### src/mip_pkg.sv
// ----------------------------------------------------------------------------
// Multiset intersection probe package
// Command codes and the transaction token that travels down the cell chain.
// ----------------------------------------------------------------------------
package mip_pkg;

	localparam int unsigned VALUE_W   = 32;
	localparam int unsigned COMMAND_W = 2;

	typedef enum logic [COMMAND_W-1:0] {
		CMD_CLEAR = 2'd0,
		CMD_LOAD  = 2'd1,
		CMD_PROBE = 2'd2,
		CMD_NONE  = 2'd3
	} cmd_t;

	localparam logic STATUS_MATCH   = 1'b0;
	localparam logic STATUS_DROPPED = 1'b1;

	// One transaction in flight. hit means the load found a free cell or
	// the probe found a matching entry somewhere upstream.
	typedef struct packed {
		logic               vld;
		cmd_t               cmd;
		logic               hit;
		logic [VALUE_W-1:0] val;
	} token_t;

endpackage

### src/mip_cell.sv
// ----------------------------------------------------------------------------
// Multiset intersection probe cell
// Holds one store entry and registers the passing transaction for the next
// cell. Clears, loads and probes act on the entry as they pass by.
// ----------------------------------------------------------------------------
module mip_cell (
	input  logic            clk,
	input  logic            arst_n,
	input  mip_pkg::token_t tok_i,
	output mip_pkg::token_t tok_o
);
	import mip_pkg::*;

	logic               used_q;
	logic               valid_q;
	logic [VALUE_W-1:0] value_q;
	logic               tok_vld_q;
	token_t             tok_pay_q;

	logic   take_load;
	logic   take_probe;
	logic   do_clear;
	token_t tok_nxt;

	always_comb begin
		do_clear   = tok_i.vld && (tok_i.cmd == CMD_CLEAR);
		take_load  = tok_i.vld && (tok_i.cmd == CMD_LOAD) && !tok_i.hit && !used_q;
		take_probe = tok_i.vld && (tok_i.cmd == CMD_PROBE) && !tok_i.hit
			&& valid_q && (value_q == tok_i.val);
		tok_nxt     = tok_i;
		tok_nxt.hit = tok_i.hit || take_load || take_probe;
	end

	always_ff @(posedge clk or negedge arst_n) begin
		if (!arst_n) begin
			used_q    <= 1'b0;
			valid_q   <= 1'b0;
			tok_vld_q <= 1'b0;
		end else begin
			tok_vld_q <= tok_i.vld;
			if (do_clear) begin
				used_q  <= 1'b0;
				valid_q <= 1'b0;
			end else if (take_load) begin
				used_q  <= 1'b1;
				valid_q <= 1'b1;
			end else if (take_probe) begin
				valid_q <= 1'b0;
			end
		end
	end

	always_ff @(posedge clk) begin
		tok_pay_q <= tok_nxt;
		if (take_load) begin
			value_q <= tok_i.val;
		end
	end

	always_comb begin
		tok_o     = tok_pay_q;
		tok_o.vld = tok_vld_q;
	end

	// A live entry is always one that was loaded since the last clear.
	a_valid_used: assert property (@(posedge clk) disable iff (!arst_n)
		valid_q |-> used_q)
		else $error("entry valid without being loaded");

	// A clear leaves this entry empty.
	a_clear_empties: assert property (@(posedge clk) disable iff (!arst_n)
		do_clear |=> (!used_q && !valid_q))
		else $error("entry survived a clear");

	// Once served, a transaction stays served downstream.
	a_hit_kept: assert property (@(posedge clk) disable iff (!arst_n)
		(tok_i.vld && tok_i.hit) |=> (tok_o.vld && tok_o.hit))
		else $error("served transaction lost its hit flag");

	// A load only lands in an entry that was free.
	a_load_free: assert property (@(posedge clk) disable iff (!arst_n)
		take_load |=> ($rose(used_q) && valid_q))
		else $error("load did not claim a free entry");

endmodule

### src/multiset_intersection_probe_top.sv
// ----------------------------------------------------------------------------
// Multiset intersection probe
// Store of loaded elements, probed one element at a time; matched entries are
// consumed so each value is reported as often as the smaller of its counts.
// ----------------------------------------------------------------------------
//  channel   ports                                   handshake
//  command   start, busy, command, value             start & !busy
//  result    result_strobe, status, match_value      result_strobe, one cycle
//
// The store is a chain of STORE_DEPTH cells, one entry per cell. Each
// transaction moves one cell per cycle, so a new command is taken every cycle
// and busy never rises. A result leaves the end of the chain once its command
// has passed every cell; results keep command order.
// Reset empties every entry at once; no clearing pass is needed.
// The receiver cannot stall, so nothing backs up along the chain.
// ----------------------------------------------------------------------------
module multiset_intersection_probe_top #(
	parameter int unsigned STORE_DEPTH = 64
) (
	input  logic                                  clk,
	input  logic                                  arst_n,
	input  logic                                  start,
	output logic                                  busy,
	input  logic [mip_pkg::COMMAND_W-1:0]         command,
	input  logic signed [mip_pkg::VALUE_W-1:0]    value,
	output logic                                  result_strobe,
	output logic                                  status,
	output logic signed [mip_pkg::VALUE_W-1:0]    match_value
);
	import mip_pkg::*;

	token_t head;
	token_t chain [STORE_DEPTH+1];
	token_t tail;

	always_comb begin
		head.vld = start && !busy;
		head.hit = 1'b0;
		head.val = $unsigned(value);
		case (command)
			CMD_CLEAR: head.cmd = CMD_CLEAR;
			CMD_LOAD:  head.cmd = CMD_LOAD;
			CMD_PROBE: head.cmd = CMD_PROBE;
			default:   head.cmd = CMD_NONE;
		endcase
	end

	assign chain[0] = head;

	for (genvar i = 0; i < STORE_DEPTH; i++) begin : g_cell
		mip_cell u_cell (
			.clk    (clk),
			.arst_n (arst_n),
			.tok_i  (chain[i]),
			.tok_o  (chain[i+1])
		);
	end

	assign tail = chain[STORE_DEPTH];
	assign busy = 1'b0;

	// A load that found no free entry was dropped; a probe that hit matched.
	always_comb begin
		result_strobe = 1'b0;
		status        = STATUS_MATCH;
		case (tail.cmd)
			CMD_LOAD: begin
				result_strobe = tail.vld && !tail.hit;
				status        = STATUS_DROPPED;
			end
			CMD_PROBE: begin
				result_strobe = tail.vld && tail.hit;
				status        = STATUS_MATCH;
			end
			default: begin
				result_strobe = 1'b0;
				status        = STATUS_MATCH;
			end
		endcase
		match_value = signed'(tail.val);
	end

	a_no_busy: assert property (@(posedge clk) disable iff (!arst_n)
		!busy)
		else $error("busy raised");

	a_clear_silent: assert property (@(posedge clk) disable iff (!arst_n)
		(tail.vld && (tail.cmd == CMD_CLEAR || tail.cmd == CMD_NONE)) |-> !result_strobe)
		else $error("clear or unused command produced a result");

	a_drop_only_full: assert property (@(posedge clk) disable iff (!arst_n)
		(result_strobe && status == STATUS_DROPPED) |-> (tail.cmd == CMD_LOAD))
		else $error("dropped status on a non-load");

endmodule
### config.mk
export PLATFORM = sky130hd
export DESIGN_NAME = multiset_intersection_probe_top
export DESIGN_NICKNAME = d
export VERILOG_FILES = /design/src/mip_pkg.sv /design/src/mip_cell.sv /design/src/multiset_intersection_probe_top.sv
export SDC_FILE = /design/constraint.sdc
export NUM_CORES = 2
export LEC_CHECK = 0
export BUFFER_PORTS_ARGS = -buffer_cell sky130_fd_sc_hd__buf_2
export CAP_MARGIN = 20
export CORE_ASPECT_RATIO = 1.75
export CORE_UTILIZATION = 50
export CTS_CLUSTER_SIZE = 20
export DETAILED_ROUTE_END_ITERATION = 7
export PLACE_DENSITY = 0.75
export RECOVER_POWER = 100
export SYNTH_ARGS = -nofsm -noshare
export SYNTH_HDL_FRONTEND = slang
export SYNTH_SLANG_ARGS = --single-unit
### constraint.sdc
create_clock -name clk -period 14 [get_ports clk]
set_input_delay 2.8 -clock clk [delete_from_list [all_inputs] [get_ports clk]]
set_output_delay 2.8 -clock clk [all_outputs]
set_load 0.01 [all_outputs]
== After elaboration in Yosys (flattened, before gate mapping) ==
Index checks and enable logic that the tools add are counted.

* Logic and storage cells: 1927
* Input port bits: 37
* Bits in registers: 4480
* Output and inout port bits: 35

* Reduce and logical (&&, ||, !) cells: 960
* Equal/unequal tests: 196
* Multiplexer cells: 323

{| class="wikitable"
|+ Operator list
! cell !! count
|-
| equality test 32 bit || 64
|-
| logical AND 1 bit || 512
|-
| two-way mux 1 bit || 321
|-
| nonzero test 3 bit || 64
|-
| equality test 2 x 1 -> 1 bit (second input constant) || 66
|-
| equality test 2 bit (second input constant) || 66
|-
| logical NOT 2 bit || 65
|-
| logical NOT 1 bit || 128
|-
| nonzero test 2 bit || 64
|-
| logical OR 1 bit || 127
|-
| one-hot mux 2 bit (3 select lines) || 1
|-
| one-hot mux 1 bit (2 select lines) || 1
|}

== Longest topological paths before layout ==
* Depth after elaboration: 9
* Depth in mapped cells: 5
* Mapped depth without buffers: 5

== Modules after synthesis ==
Synthesis repeated with hierarchy kept, for this count alone.

* Cell total of the unflattened synthesis: 7946
* Area total of the unflattened synthesis: 138525.4 um^2

{| class="wikitable"
|+ By module, submodules not included
! module !! cells each !! seq. area each (um^2) !! area each (um^2) !! instances
|-
| mip_cell || 124 || 1736.7 || 2163.3 || 64
|-
| multiset_intersection_probe_top || 10 || 0.0 || 72.6 || 1
|}

== Least setup slack after synthesis ==
No wires, ideal clock.

* Path kind: reg-to-reg
* Start point: reg g_cell[20].u_cell.tok_pay_q, in the netlist g_cell[20].u_cell.tok_o[34]
* End point: reg g_cell[21].u_cell.valid_q
* Setup slack: 9.250 ns
* Clock period less this slack: 4.750 ns
* Buffers on the path: 0
* Required time: 13.920 ns
* Setup time: 0.080 ns
* Stages on the path, launching flop included: 4
* Arrival: 4.670 ns
* Cells stage by stage: dfxtp_1 > nand2b_1 > nor4b_1 > o221a_2

* Longest elaborated chain between the ends: 6
* Elaborated cells between the ends (all ways): 14
* Those cells by class: 2 x eq/ne; 2 x mux; 10 x reduce/logical

{| class="wikitable"
|+ RTL lines
! what !! RTL line !! text
|-
| start: declaration || mip_cell.sv:18 || <nowiki>token_t tok_pay_q;</nowiki>
|-
| start signal: assignment || mip_cell.sv:54 || <nowiki>tok_pay_q <= tok_nxt;</nowiki>
|-
| equality test 2 x 1 -> 1 bit * || mip_cell.sv:27 || <nowiki>take_load = tok_i.vld && (tok_i.cmd == CMD_LOAD) && !tok_i.hit && !used_q;</nowiki>
|-
| logical AND 1 bit * (3 in series) || mip_cell.sv:27 ||
|-
| named net g_cell[21].u_cell.take_load || mip_cell.sv:20 || <nowiki>logic take_load;</nowiki>
|-
| two-way mux 1 bit || mip_cell.sv:44 || <nowiki>end else if (take_load) begin</nowiki>
|-
| two-way mux 1 bit || mip_cell.sv:41 || <nowiki>if (do_clear) begin</nowiki>
|-
| end signal: assignment || mip_cell.sv:43 || <nowiki>valid_q <= 1'b0;</nowiki>
|-
| end signal: assignment || mip_cell.sv:46 || <nowiki>valid_q <= 1'b1;</nowiki>
|-
| end signal: assignment || mip_cell.sv:48 || <nowiki>valid_q <= 1'b0;</nowiki>
|-
| end: declaration || mip_cell.sv:15 || <nowiki>logic valid_q;</nowiki>
|}

Mark *: on every way through the listed nets, which the timed path passes. The rest lies on a longest branch.
A chain may end at the register's enable or synchronous reset.

==> metrics.md <==
| Metric | Value |
|---|---|
| Total power | roughly 26000 uW |
| Initial antenna violation count | 1 |
| Row Count | roughly 250 |
| Crit path from | arst_n |
| Share of post-route cells with drive strength above 1 | 7.772% |
| Critical path start-end classification | in2async |
| R2R depth | 4 |
| Pleak | between 0.05 and 0.06 uW |
| Power density over the cells | 169.6 nW/um^2 |
| Clk pin slew, worst setup/hold paths | approximately 70 ps |
| IO Port Bufs | 70 |
| CP peak stage delay | 3280 ps |
| Synth warnings | 0 |
| Hold/Removal Path Class | reg2reg |
| Critical register-to-register path endpoint | g_cell[9].u_cell.valid_q |
| First-pass GRT wire length | 400.3 mm |
| Post-CTS Repair Setup Buffers | 0 |
| Vias in the first global route | approximately 67000 |
| Final worst path period share | between 50% and 60% |
| Mapped Area | approximately 140000 um^2 |
| Critical Path End | g_cell[28].u_cell.valid_q |
| CTS tree | yes |
| Final Instance Area | 155100 um^2 |
| PnR worst setup slack | ~5800 ps |
| Max-cap violations | between 50 and 60 |
| Max VDD drop | between 100 and 150 uV |
| Syn_area_per_cell | about 17 um^2 |
| Commonest cells in the netlist | dfxtp_1 (2240), edfxtp_1 (2048), xnor2_1 (1760) |
| Final Instance Count excl. Fillers | around 12000 |
| Hold Path Depth | 0 |
| Top cell type's share of synthesized area | approximately 45% |
| Clock buffer depth | 4 |
| Dpl cell area | around 140000 um^2 |
| RSZ-0062 raised after global routing | no |
| Drt wl/cell | approximately 21 um |
| CTS sink cnt | around 4500 |
| DIE WIDTH | between 300 and 400 um |
| Worst-path cell chain | clkbuf_1 > clkbuf_1 > buf_4 |
| Cell count after synthesis | ~7900 |
| Status | complete, but fails checks |
| Sequential share of the synthesized area | 80.90% |
| Clk root buf | clkbuf_16 |
| DR DRC count | 0 |
| R2R Setup Slk | 10400 ps |
| Post-DP HPWL | between 150 and 200 mm |
| Final setup fails | 0 |
| Layout Skew | 63.92 ps |
| Post-CTS resize count | 0 |
| Drt initial violations | ~3200 |
| Yosys cell types | 38 |
| Number of synthesized register bits | 4480 |
| # IOs | 72 |
| Setup crit start kind | input port |
| Worst R2R Start | g_cell[8].u_cell.tok_o[34] |
| Crit-path max FO | 67 |
| Skew-Pair Late Insertion Delay | 910 ps |
| Area grow syn2layout | 12.90% |
| Setup TNS | 0 ps |
| Routed Antenna Nets | 0 |
| Drt via density | 5.038 |
| RePlAce Congestion | approximately 0.85 |
| Crit-path slowest cell | clkbuf_1 |
| Slew Viols, Final | between 2000 and 2500 |
| Crit path top cell by count | clkbuf_1 |
| Critical Path RT | 14970 ps |
| H-tree levels | 5 |
| Violated checks | max-capacitance violations, max-slew violations |
| Chip height | slightly below 700 um |
| Endpoints failing hold | 0 |
| Total gr overflow | 0 |
| Minimum clock period | approximately 8200 ps |
| Max Fclk | 0.1224 GHz |
| CP Capture Type | asynchronous set/reset pin |
| DRT Pass-1 Iters | 5 |
| Top_reg_cell synth | dfxtp_1 |
| Vias | between 60000 and 70000 |
| Largest net degree at the start of global routing | a little under 70 |
| Cell with the most instances after synthesis | dfxtp_1 |
| Inserted Clock Buffers | ~370 |
| Initial Util | 50.27% |
| Final WL | ~260 mm |
| DP Worst Slack | 9382 ps |
| GRT Util Overall | around a fifth |
| Placeable Area | ~270000 um^2 |
| Leading area contributor after synthesis | edfxtp_1 |
| Slew HR | -224.5% |
| Placed Cells | ~12000 |
| NumNets Final | 8386 |
| # hold bufs at CTS | 0 |
| Synth top area cells | edfxtp_1 (45%), dfxtp_1 (33%), xnor2_1 (11%), dfrtp_1 (3.5%), nand4_1 (2.1%) |
| Syn_nets | 7910 |
| Measured slew at the worst slew-check pin | ~4900 ps |
| Critical Path AT | between 9000 and 10000 ps |
| Synth async-reset ratio | 4.286% |
| Post-synth EDFFs | between 2000 and 2500 |
| Die area | 277000 um^2 |
==> state kept, by name, indices dropped and copies added, names as in the netlist <==
name                     count
g_cell.u_cell.valid_q       64
g_cell.u_cell.used_q        64
g_cell.u_cell.value_q     2048
g_cell.u_cell.tok_vld_q     64
g_cell.u_cell.tok_o       2240
==> critical path, delay by kind of cell <==
kind     cells  cell delay, ps
buf+inv      3            6110
==> per-layer routing <==
metal	up-vias	routed length [um]	global-route usage [%]
li1	29070	-	-
met1	30790	84260	17.66
met2	1155	152400	38.21
met3	678	6980	2.372
met4	0	18590	12.19
met5	-	0	0
==> power breakdown <==
part	internal [uW]	total, uW	switching [uW]
clock network	6210	10800	4620
registers	14300	14800	524
logic	350	689	340
total	20800	26300	5490
==> logic make-up (layout without fill, tap and decap cells) <==
| family | count (synthesis) | in the layout | share of synthesized area [%] |
|---|---|---|---|
| and+or+nand+nor | 1159 | 1159 | 4.885 |
| DFF | 4480 | 4480 | 80.90 |
| xor gates and xnor gates | 2036 | 2036 | 12.98 |
| muxes | 1 | 1 | 0.008195 |
| buffers and inverters | 50 | 838 | 0.2268 |
| other | 1 | 2 | 0.002729 |
| AOI/OAI and AO/OA | 142 | 142 | 0.9844 |
| adders and majority gates | 2 | 2 | 0.01821 |
==> layout make-up <==
| cell class | count | area (um^2) |
|---|---|---|
| tap | 3584 | 4484 |
| multi-input combinational | 3341 | 25940 |
| inverter | 15 | 56.30 |
| timing repair buffer | 142 | 540.5 |
| fill | 19970 | 118200 |
| clock inverter | 203 | 2592 |
| antenna | 1 | 2.502 |
| sequential | 4480 | 111100 |
| clock buffer | 478 | 10370 |
==> how the worst min path moves through the flow <==
stage                                           start                     endpoint  slack, ps
after floorplan           g_cell[16].u_cell.tok_o[34]  g_cell[17].u_cell.tok_o[34]        340
after global placement    g_cell[62].u_cell.tok_o[34]  g_cell[63].u_cell.tok_o[34]        350
after detailed placement  g_cell[62].u_cell.tok_o[34]  g_cell[63].u_cell.tok_o[34]        350
after CTS                 g_cell[25].u_cell.tok_o[34]  g_cell[26].u_cell.tok_o[34]        350
after global routing       g_cell[29].u_cell.tok_o[2]   g_cell[30].u_cell.tok_o[2]        360
final                      g_cell[57].u_cell.tok_o[2]   g_cell[58].u_cell.tok_o[2]        350
==> metrics by stage <==
stage | util, % | hold WS (ps)
floorplan | - | 335.6
global placement | 52.29 | 347.6
detailed placement | 52.29 | 353.7
CTS | 57.03 | 345.5
global route | 56.76 | 357.5
finish | 56.76 | 347.6
==> cells in the final DEF, fill, tap and decap left out, types with 103 or more instances in the layout <==
cell / n
edfxtp_1: 2048
clkbuf_1: 188
nor2_1: 139
xor2_1: 276
dfxtp_1: 2240
nor4_1: 171
xnor2_1: 1760
clkbuf_16: 379
nand3_1: 103
dfrtp_1: 192
nand4_1: 462
(Power assumes the default switching activity.)
